$ cat config.mk
export PLATFORM = sky130hd
export DESIGN_NAME = echo_distance_moving_average
export DESIGN_NICKNAME = d
export VERILOG_FILES = /design/src/design/edma_pkg.sv /design/src/design/edma_cell.sv /design/src/design/edma_scale.sv /design/src/design/echo_distance_moving_average.sv
export SDC_FILE = /design/constraint.sdc
export NUM_CORES = 1
export LEC_CHECK = 0
export ABC_CLOCK_PERIOD_IN_PS = 5300
export BUFFER_PORTS_ARGS = -buffer_cell sky130_fd_sc_hd__buf_2
export CAP_MARGIN = 20
export CORE_ASPECT_RATIO = 1.2
export CORE_UTILIZATION = 58
export DETAILED_ROUTE_END_ITERATION = 6
export GPL_TIMING_DRIVEN = 1
export PLACE_DENSITY = 0.79
export SLEW_MARGIN = 20
export SYNTH_ARGS = -nofsm -noshare
export SYNTH_HDL_FRONTEND = slang
export SYNTH_HIERARCHICAL = 1
export SYNTH_SLANG_ARGS = --single-unit
$ cat constraint.sdc
create_clock -name clock -period 5.3 [get_ports clock]
set_input_delay 0.265 -clock clock [delete_from_list [all_inputs] [get_ports clock]]
set_output_delay 0.265 -clock clock [all_outputs]
set_load 0.02 [all_outputs]
$ cat src/design/edma_pkg.sv
// ----------------------------------------------------------------------------
// edma_pkg: shared types and constants for the echo distance averager
// Field widths, preset values and the pulse-width scaling constant.
// ----------------------------------------------------------------------------
`default_nettype none

package edma_pkg;

   // field widths
   localparam int unsigned WIDTH_W = 15;
   localparam int unsigned DIST_W  = 10;

   typedef logic [WIDTH_W-1:0] width_type;
   typedef logic [DIST_W-1:0]  dist_type;

   // defaults and limits
   localparam int unsigned WINDOW_DEFAULT = 8;
   localparam int unsigned SAMPLE_MAX     = 1023;

   localparam dist_type PRESET_SAMPLE  = 10'd150;
   localparam dist_type LIMIT_OUTPUT   = 10'd700;
   localparam dist_type TIMEOUT_STEP   = 10'd10;
   localparam dist_type MAX_DIST_RESET = 10'd400;

   // floor(w * 17 / 1000) == (w * SCALE_MULT) >> SCALE_SHIFT for every 15-bit w
   localparam int unsigned SCALE_SHIFT  = 30;
   localparam int unsigned SCALE_MULT_W = 25;
   localparam int unsigned SCALE_PROD_W = WIDTH_W + SCALE_MULT_W;
   localparam logic [SCALE_MULT_W-1:0] SCALE_MULT = 25'd18253614;

   // converted word handed from the scaler to the averaging loop
   typedef struct packed {
      logic     valid;
      dist_type raw;
   } raw_word_type;

endpackage

`default_nettype wire

$ cat src/design/edma_cell.sv
// ----------------------------------------------------------------------------
// edma_cell: one sample cell of the averaging window
// Holds one distance sample and takes its neighbour's sample on each shift.
// ----------------------------------------------------------------------------
`default_nettype none

module edma_cell (
   input  wire logic               clock,
   input  wire logic               reset,
   input  wire logic               shift,
   input  wire edma_pkg::dist_type d,
   output edma_pkg::dist_type      q
);
   import edma_pkg::*;

   dist_type sample_ff;

   // window preset on reset, shift on each new word
   always_ff @(posedge clock) begin
      if (reset) begin
         sample_ff <= PRESET_SAMPLE;
      end else if (shift) begin
         sample_ff <= d;
      end
   end

   assign q = sample_ff;

endmodule

`default_nettype wire

$ cat src/design/edma_scale.sv
// ----------------------------------------------------------------------------
// edma_scale: pulse width to raw centimetres
// Two-stage pipeline: input register, then reciprocal multiply and register.
// ----------------------------------------------------------------------------
`default_nettype none

module edma_scale (
   input  wire logic                clock,
   input  wire logic                reset,
   input  wire logic                in_valid,
   output logic                     in_ready,
   input  wire edma_pkg::width_type in_width,
   output edma_pkg::raw_word_type   out_word,
   input  wire logic                out_ready
);
   import edma_pkg::*;

   logic                    v1_ff;
   width_type               width_ff;
   logic                    v2_ff;
   dist_type                raw_ff;
   logic                    ready1;
   logic                    ready2;
   logic [SCALE_PROD_W-1:0] prod;
   dist_type                raw_in;

   // stage ready: free when empty or when its word moves on
   assign ready2   = !v2_ff || out_ready;
   assign ready1   = !v1_ff || ready2;
   assign in_ready = ready1;

   // width * 17 / 1000 as one multiply by a scaled reciprocal
   assign prod   = SCALE_PROD_W'(width_ff) * SCALE_PROD_W'(SCALE_MULT);
   assign raw_in = prod[SCALE_SHIFT +: DIST_W];

   // valid flags
   always_ff @(posedge clock) begin
      if (reset) begin
         v1_ff <= 1'b0;
         v2_ff <= 1'b0;
      end else begin
         if (ready1) begin
            v1_ff <= in_valid;
         end
         if (ready2) begin
            v2_ff <= v1_ff;
         end
      end
   end

   // payload
   always_ff @(posedge clock) begin
      if (ready1 && in_valid) begin
         width_ff <= in_width;
      end
      if (ready2 && v1_ff) begin
         raw_ff <= raw_in;
      end
   end

   assign out_word.valid = v2_ff;
   assign out_word.raw   = raw_ff;

endmodule

`default_nettype wire

$ cat src/design/echo_distance_moving_average.sv
// ----------------------------------------------------------------------------
// echo_distance_moving_average: filtered ultrasonic range
// Converts echo pulse widths to centimetres and averages them over a window.
// ----------------------------------------------------------------------------
// Usage:
//   req_*  : one word per echo, pulse width in microseconds (0 = no echo).
//   rsp_*  : one word per echo, filtered distance in centimetres.
//   csr_*  : write of max_distance; csr_ready is always high. Write it only
//            while no word is in flight.
// A req word reaches rsp_tvalid through three registers: the input register
// (loaded on the edge that takes the req word), the multiply register, then
// the averaging step into the output register. Throughput is one word per
// cycle while rsp_tready stays high; the averaging step (one add/subtract
// through the running total, the mean and the limit compare) closes its
// loop combinationally, fed back through the output register.
// The window is a row of WINDOW cells shifting one place per word; the
// oldest cell leaves the running total.
// Reset: max_distance 400, every cell 150, total 150 * WINDOW, last output 0.
// Stall: a held rsp word stays put; the two stages ahead of it keep taking
// words until they are full, and req_tready then drops.
// ----------------------------------------------------------------------------
`default_nettype none

module echo_distance_moving_average #(
   parameter int unsigned WINDOW = edma_pkg::WINDOW_DEFAULT
) (
   input  wire logic               clock,
   input  wire logic               reset,
   // request words
   input  wire logic               req_tvalid,
   output logic                    req_tready,
   input  wire logic [15:0]        req_tdata,   // [14:0] echo_width_us, [15] zero
   // response words
   output logic                    rsp_tvalid,
   input  wire logic               rsp_tready,
   output logic [15:0]             rsp_tdata,   // [9:0] distance_cm, [15:10] zero
   // register write
   input  wire logic               csr_valid,
   output logic                    csr_ready,
   input  wire edma_pkg::dist_type csr_data     // max_distance
);
   import edma_pkg::*;

   localparam int unsigned LOG2W   = $clog2(WINDOW);
   localparam int unsigned TOTAL_W = $clog2(WINDOW * SAMPLE_MAX + 1);
   localparam logic [TOTAL_W-1:0] PRESET_TOTAL = TOTAL_W'(PRESET_SAMPLE * WINDOW);
   localparam bit IS_POW2 = (WINDOW & (WINDOW - 1)) == 0;

   dist_type           max_dist_ff;
   raw_word_type       raw_word;
   logic               ready3;
   logic               fire3;
   logic               rsp_valid_ff;
   dist_type           dist_ff;
   logic [TOTAL_W-1:0] total_ff;
   logic [TOTAL_W-1:0] total_in;
   logic [DIST_W:0]    step_sum;
   dist_type           timeout_sample;
   dist_type           sample;
   dist_type           mean;
   dist_type           dist_in;
   dist_type           cell_q [WINDOW];
   dist_type           oldest;

   // configuration register
   assign csr_ready = 1'b1;

   always_ff @(posedge clock) begin
      if (reset) begin
         max_dist_ff <= MAX_DIST_RESET;
      end else if (csr_valid) begin
         max_dist_ff <= csr_data;
      end
   end

   // width scaling pipeline
   edma_scale u_scale (
      .clock     (clock),
      .reset     (reset),
      .in_valid  (req_tvalid),
      .in_ready  (req_tready),
      .in_width  (req_tdata[WIDTH_W-1:0]),
      .out_word  (raw_word),
      .out_ready (ready3)
   );

   // averaging step advances when the output register is free
   assign ready3 = !rsp_valid_ff || rsp_tready;
   assign fire3  = raw_word.valid && ready3;

   // window cells: cell 0 takes the new sample, the last one is the oldest
   for (genvar i = 0; i < WINDOW; i++) begin : g_cell
      if (i == 0) begin : g_head
         edma_cell u_cell (
            .clock (clock),
            .reset (reset),
            .shift (fire3),
            .d     (sample),
            .q     (cell_q[i])
         );
      end else begin : g_body
         edma_cell u_cell (
            .clock (clock),
            .reset (reset),
            .shift (fire3),
            .d     (cell_q[i-1]),
            .q     (cell_q[i])
         );
      end
   end

   assign oldest = cell_q[WINDOW-1];

   // sample: clamp, or previous output plus step on a timeout (saturating)
   assign step_sum       = {1'b0, dist_ff} + {1'b0, TIMEOUT_STEP};
   assign timeout_sample = step_sum[DIST_W] ? dist_type'(SAMPLE_MAX) : step_sum[DIST_W-1:0];

   always_comb begin
      if (raw_word.raw > max_dist_ff) begin
         sample = max_dist_ff;
      end else if (raw_word.raw == '0) begin
         sample = timeout_sample;
      end else begin
         sample = raw_word.raw;
      end
   end

   // running total
   assign total_in = total_ff - TOTAL_W'(oldest) + TOTAL_W'(sample);

   // mean: shift for a power-of-two window, reciprocal multiply otherwise
   if (IS_POW2) begin : g_mean_shift
      assign mean = total_in[LOG2W +: DIST_W];
   end else begin : g_mean_mul
      localparam int unsigned RECIP_SH = TOTAL_W + LOG2W;
      localparam int unsigned RECIP_W  = TOTAL_W + 1;
      localparam int unsigned PROD_W   = TOTAL_W + RECIP_W;
      localparam longint unsigned RECIP =
         ((64'd1 << RECIP_SH) + WINDOW - 1) / WINDOW;
      logic [PROD_W-1:0] prod;
      assign prod = PROD_W'(total_in) * PROD_W'(RECIP_W'(RECIP));
      assign mean = prod[RECIP_SH +: DIST_W];
   end

   // limit handling
   always_comb begin
      if (mean >= max_dist_ff) begin
         dist_in = LIMIT_OUTPUT;
      end else if (mean == '0) begin
         dist_in = sample;
      end else begin
         dist_in = mean;
      end
   end

   // loop state and output register; dist_ff doubles as the last output
   always_ff @(posedge clock) begin
      if (reset) begin
         rsp_valid_ff <= 1'b0;
         total_ff     <= PRESET_TOTAL;
         dist_ff      <= '0;
      end else begin
         if (ready3) begin
            rsp_valid_ff <= raw_word.valid;
         end
         if (fire3) begin
            total_ff <= total_in;
            dist_ff  <= dist_in;
         end
      end
   end

   assign rsp_tvalid = rsp_valid_ff;
   assign rsp_tdata  = {(16 - DIST_W)'(0), dist_ff};

   // checks
   a_reset_state: assert property (@(posedge clock)
      $fell(reset) |-> total_ff == PRESET_TOTAL && dist_ff == '0)
      else $error("window total or last output not preset after reset");

   a_total_covers_oldest: assert property (@(posedge clock) disable iff (reset)
      total_ff >= TOTAL_W'(oldest))
      else $error("running total below a stored sample");

   a_new_rsp_from_scaler: assert property (@(posedge clock) disable iff (reset)
      rsp_tvalid && !$past(rsp_tvalid) |-> $past(raw_word.valid))
      else $error("response word without a converted word behind it");

   a_rsp_held_on_stall: assert property (@(posedge clock) disable iff (reset)
      rsp_tvalid && !rsp_tready |=> rsp_tvalid && $stable(rsp_tdata))
      else $error("response word changed while the receiver held off");

endmodule

`default_nettype wire
==> flow_summary.yaml <==
detailed_routing:
  routed_via_count_divided_by_cell_count: 6.06
  detailroute.wirelength.met2_um: 18800
  drt-wirelength-per-cell_um: 21.8
  route.vias.total: 10800
  maxUsedRoutingLayer: "met5"
  detail_route.first_pass.iterations: 7
  postRouteAntennaNets: 0
  initialDrtViolationCount: 861
  wl_met1_um: 14000
  met3RoutedLength_um: 2560
  post-route-drc-count: 0
  postRouteWirelength_um: 38700
floorplan:
  design.portCount: 50
  initial_utilization_pct: 59.5
  placement_rows: 58
  die_y_um: 163
  fp.dieW_um: 136
  dieArea_um2: 22200
  design.core.area_um2: 21100
power:
  power_frac_comb_pct: 75.2
  swShare_pct: 45.9
  p_int_w: 0.00546
  power_density_nw_per_um2: 631
  switchingPower_w: 0.00462
  p_leak_nw: 7.63
  total_power_w: 0.0101
  power.ir.vdd_worst_mv: 0.519
  power.share.sequential_pct: 12.4
  power.share.clock_pct: 12.4
final_layout:
  stdcell_count: 1774
  insertedDiodeCount: 0
  layout.nets: 1826
  area_delta_synth_final_pct: 27.2
  layout.cells.most_common: "sky130_fd_sc_hd__inv_1"
  commonest_non_fill_non_tap_cells_in_the_layout: "sky130_fd_sc_hd__inv_1 (202), sky130_fd_sc_hd__buf_4 (167), sky130_fd_sc_hd__ha_1 (154)"
  drive_gt1_share_pct: 29.1
logic_synthesis:
  ffs_w_async_s_r_synth_pct: 0
  synth_seq_area_share_pct: 24.5
  synth_area_per_cell_um2: 9.92
  syn-cell-area_um2: 12600
  flops_latches_synth: 141
  synth_enable_flop_cells: 25
  dominant_cells_by_area_after_synthesis: "sky130_fd_sc_hd__ha_1 (19%), sky130_fd_sc_hd__dfxtp_1 (18%), sky130_fd_sc_hd__fa_1 (18%), sky130_fd_sc_hd__inv_1 (6.7%), sky130_fd_sc_hd__edfxtp_1 (6.0%)"
  synth-warning-count: 6
  synth_area_leader_cell: "sky130_fd_sc_hd__ha_1"
  ys.flop_type: "sky130_fd_sc_hd__dfxtp_1"
  synthCells: 1266
  synth.distinct_cells: 85
  synth.top_cell.area_share_pct: 19.1
timing:
  slew_headroom_pct: 25.5
  post-route-period-util_pct: 107
  final_hold_viol_count: 0
  tightest_slew_ps: 1120
  timing.final.crit_period_ps: 5660
  fin_skew_ps: 16.0
  setup_viol: 19
  rsz_0062_raised_after_global_routing: "true"
  finalMaxSlewViolations: 0
  timing.final.ws_setup_ps: -358
  fmax_mhz: 177
critical_path:
  reg2reg_to: "u_scale/raw_ff[2]"
  start_kind: "flip-flop"
  path_max_fanout: 3
  worst-endpoint-required_ps: 5480
  worstPathArrival_ps: 5840
  critical_path.endpoint_type: "flip-flop"
  regToRegSetupSlack_ps: -360
  reg2reg_from: "u_scale/width_ff[3]"
  reg2reg_depth: 21
  worst_setup_path_category: "reg -> reg"
placed_design:
  io_buffers: 41
  numPlacedInstances: 1695
  gp_routability_congestion: 0.957
  post-dp-hpwl_um: 24300
grt:
  first_pass_grt_wire_length_um: 54100
  grt.total_usage_pct: 32.3
  first_global_vias: 10700
  gr-total-overflow: 0
  grt_antenna_before_repair: 1
  pin_count_of_the_biggest_net_entering_global_routing: 107
clocking:
  cts_max_level: 4
  insertion_delay_ps: 440
  clock_sinks: 141
  cts_buffers: 17
  clk_transition_reported_paths_ps: 70
  root_buffer: "sky130_fd_sc_hd__clkbuf_16"
  tritoncts: "done"
  clk_path_buf_depth: 2
min_path:
  min_delay_path_depth: 1
  hold_class: "in -> reg"
  min-delay-start: "req_tdata[9]"
  timing.hold.worst_endpoint: "u_scale/width_ff[9]"
run:
  max_cap_violations: 0
outcome:
  failed_checks: "setup timing"
  status: "finished with violations"
[state kept, by name, indices dropped and copies added (netlist names)]
register                count
g_cell.g_head.u_cell/q     10
g_cell.g_body.u_cell/q     70
total_ff                   13
rsp_tvalid                  1
u_scale/raw_ff             10
u_scale/v2_ff               1
dist_ff                    10
max_dist_ff                10
u_scale/v1_ff               1
u_scale/width_ff           15
[critical path: stages (launching register included)]
cell and delay [ps]:
sky130_fd_sc_hd__edfxtp_1 450, sky130_fd_sc_hd__ha_1 350, sky130_fd_sc_hd__buf_4 130, sky130_fd_sc_hd__inv_1 60
sky130_fd_sc_hd__fa_1 570, sky130_fd_sc_hd__inv_1 80, sky130_fd_sc_hd__ha_1 330, sky130_fd_sc_hd__fa_1 510
sky130_fd_sc_hd__inv_2 50, sky130_fd_sc_hd__fa_1 500, sky130_fd_sc_hd__fa_1 530, sky130_fd_sc_hd__inv_2 50
sky130_fd_sc_hd__ha_4 230, sky130_fd_sc_hd__buf_4 140, sky130_fd_sc_hd__a21oi_1 120, sky130_fd_sc_hd__o21bai_1 90
sky130_fd_sc_hd__a21o_1 190, sky130_fd_sc_hd__a21oi_1 220, sky130_fd_sc_hd__o221ai_1 240, sky130_fd_sc_hd__a22oi_1 280
sky130_fd_sc_hd__nor2b_2 190, sky130_fd_sc_hd__xnor2_1 70
[worst max-delay path by stage]
stage	slack, ps	to	depth (start not counted)	startpoint
after CTS	-170	u_scale/raw_ff[4]	19	u_scale/width_ff[9]
final	-360	u_scale/raw_ff[2]	21	u_scale/width_ff[3]
after floorplan	6	u_scale/raw_ff[4]	19	u_scale/width_ff[10]
after global routing	-490	u_scale/raw_ff[2]	21	u_scale/width_ff[3]
after global placement	-220	u_scale/raw_ff[6]	17	u_scale/width_ff[10]
after detailed placement	-390	u_scale/raw_ff[6]	19	u_scale/width_ff[10]
[routing by layer]
layer,track usage (%),vias to the layer above
met5,0,-
li1,-,4723
met2,55.4,586
met3,6.42,253
met4,21.4,2
met1,36.0,5192
[power by group through the flow]
| stage | Sequential (W) | Combinational, W | Clock (W) |
|---|---|---|---|
| finish | 0.00125 | 0.00758 | 0.00125 |
| global route | 0.00126 | 0.00800 | 0.00131 |
| CTS | 0.00124 | 0.00632 | 0.00126 |
| detailed placement | 0.00127 | 0.00556 | 0 |
| global placement | 0.00127 | 0.00538 | 0 |
| floorplan | 0.00128 | 0.00365 | 0 |
[area by class of cell]
class	count	area, um2
inverters	225	847
flip-flops and latches	141	3070
fillers	1271	5140
well taps	270	338
repair buffers	238	1820
clock buffers	19	454
multi-input cells	868	9300
clock inverters	13	149
[logic make-up after synthesis]
| logic type | share of synthesized area, % |
|---|---|
| adders and majority gates | 37.0 |
| buffers and inverters | 8.80 |
| and+or+nand+nor | 9.61 |
| AOI/OAI and AO/OA | 13.4 |
| DFF | 24.5 |
| muxes | 5.47 |
| xor gates and xnor gates | 1.26 |
| other | 0.0598 |
[synth_stat cells, types with 5 or more instances]
| library cell | count |
|---|---|
| sky130_fd_sc_hd__o21ai_1 | 7 |
| sky130_fd_sc_hd__fa_1 | 112 |
| sky130_fd_sc_hd__a211o_2 | 24 |
| sky130_fd_sc_hd__a21o_1 | 36 |
| sky130_fd_sc_hd__mux2_2 | 5 |
| sky130_fd_sc_hd__nand2_1 | 41 |
| sky130_fd_sc_hd__o21ai_0 | 19 |
| sky130_fd_sc_hd__a31oi_1 | 5 |
| sky130_fd_sc_hd__inv_1 | 223 |
| sky130_fd_sc_hd__xor2_1 | 9 |
| sky130_fd_sc_hd__a211o_1 | 8 |
| sky130_fd_sc_hd__clkbuf_1 | 13 |
| sky130_fd_sc_hd__edfxtp_1 | 25 |
| sky130_fd_sc_hd__o211ai_1 | 8 |
| sky130_fd_sc_hd__nand3_1 | 12 |
| sky130_fd_sc_hd__nand4_1 | 12 |
| sky130_fd_sc_hd__o21bai_1 | 5 |
| sky130_fd_sc_hd__nor2_1 | 98 |
| sky130_fd_sc_hd__mux2i_1 | 63 |
| sky130_fd_sc_hd__nor3_1 | 12 |
| sky130_fd_sc_hd__xnor2_1 | 9 |
| sky130_fd_sc_hd__dfxtp_1 | 116 |
| sky130_fd_sc_hd__ha_1 | 192 |
| sky130_fd_sc_hd__nor2b_1 | 41 |
| sky130_fd_sc_hd__buf_6 | 11 |
| sky130_fd_sc_hd__nand2b_1 | 8 |
| sky130_fd_sc_hd__buf_4 | 8 |
| sky130_fd_sc_hd__a21oi_1 | 55 |
[repair_timing]
item | CTS | global route
pin swaps | 59 | 62
resized for setup | 76 | 94
hold buffers | 11 | 2
endpoints found under the setup margin | 20 | 20
buffers inserted | 21 | 13
hold endpoints to repair | 11 | 2
gates cloned | 0 | 1
[metrics by stage]
step / utilization (%) / worst slack (ps) / instance area, um2 / TNS, ps / hold WS (ps)
after floorplan: - / 6.11 / 12600 / 0 / 337
after global placement: 66.7 / -225 / 14100 / -1670 / 433
after detailed placement: 66.7 / -392 / 14100 / -3820 / 436
after CTS: 73.0 / -169 / 15400 / -343 / 0.989
after global routing: 75.6 / -492 / 16000 / -6350 / 6.58
final: 75.6 / -358 / 16000 / -3600 / 14.3
Power figures use the tool's default switching activity.
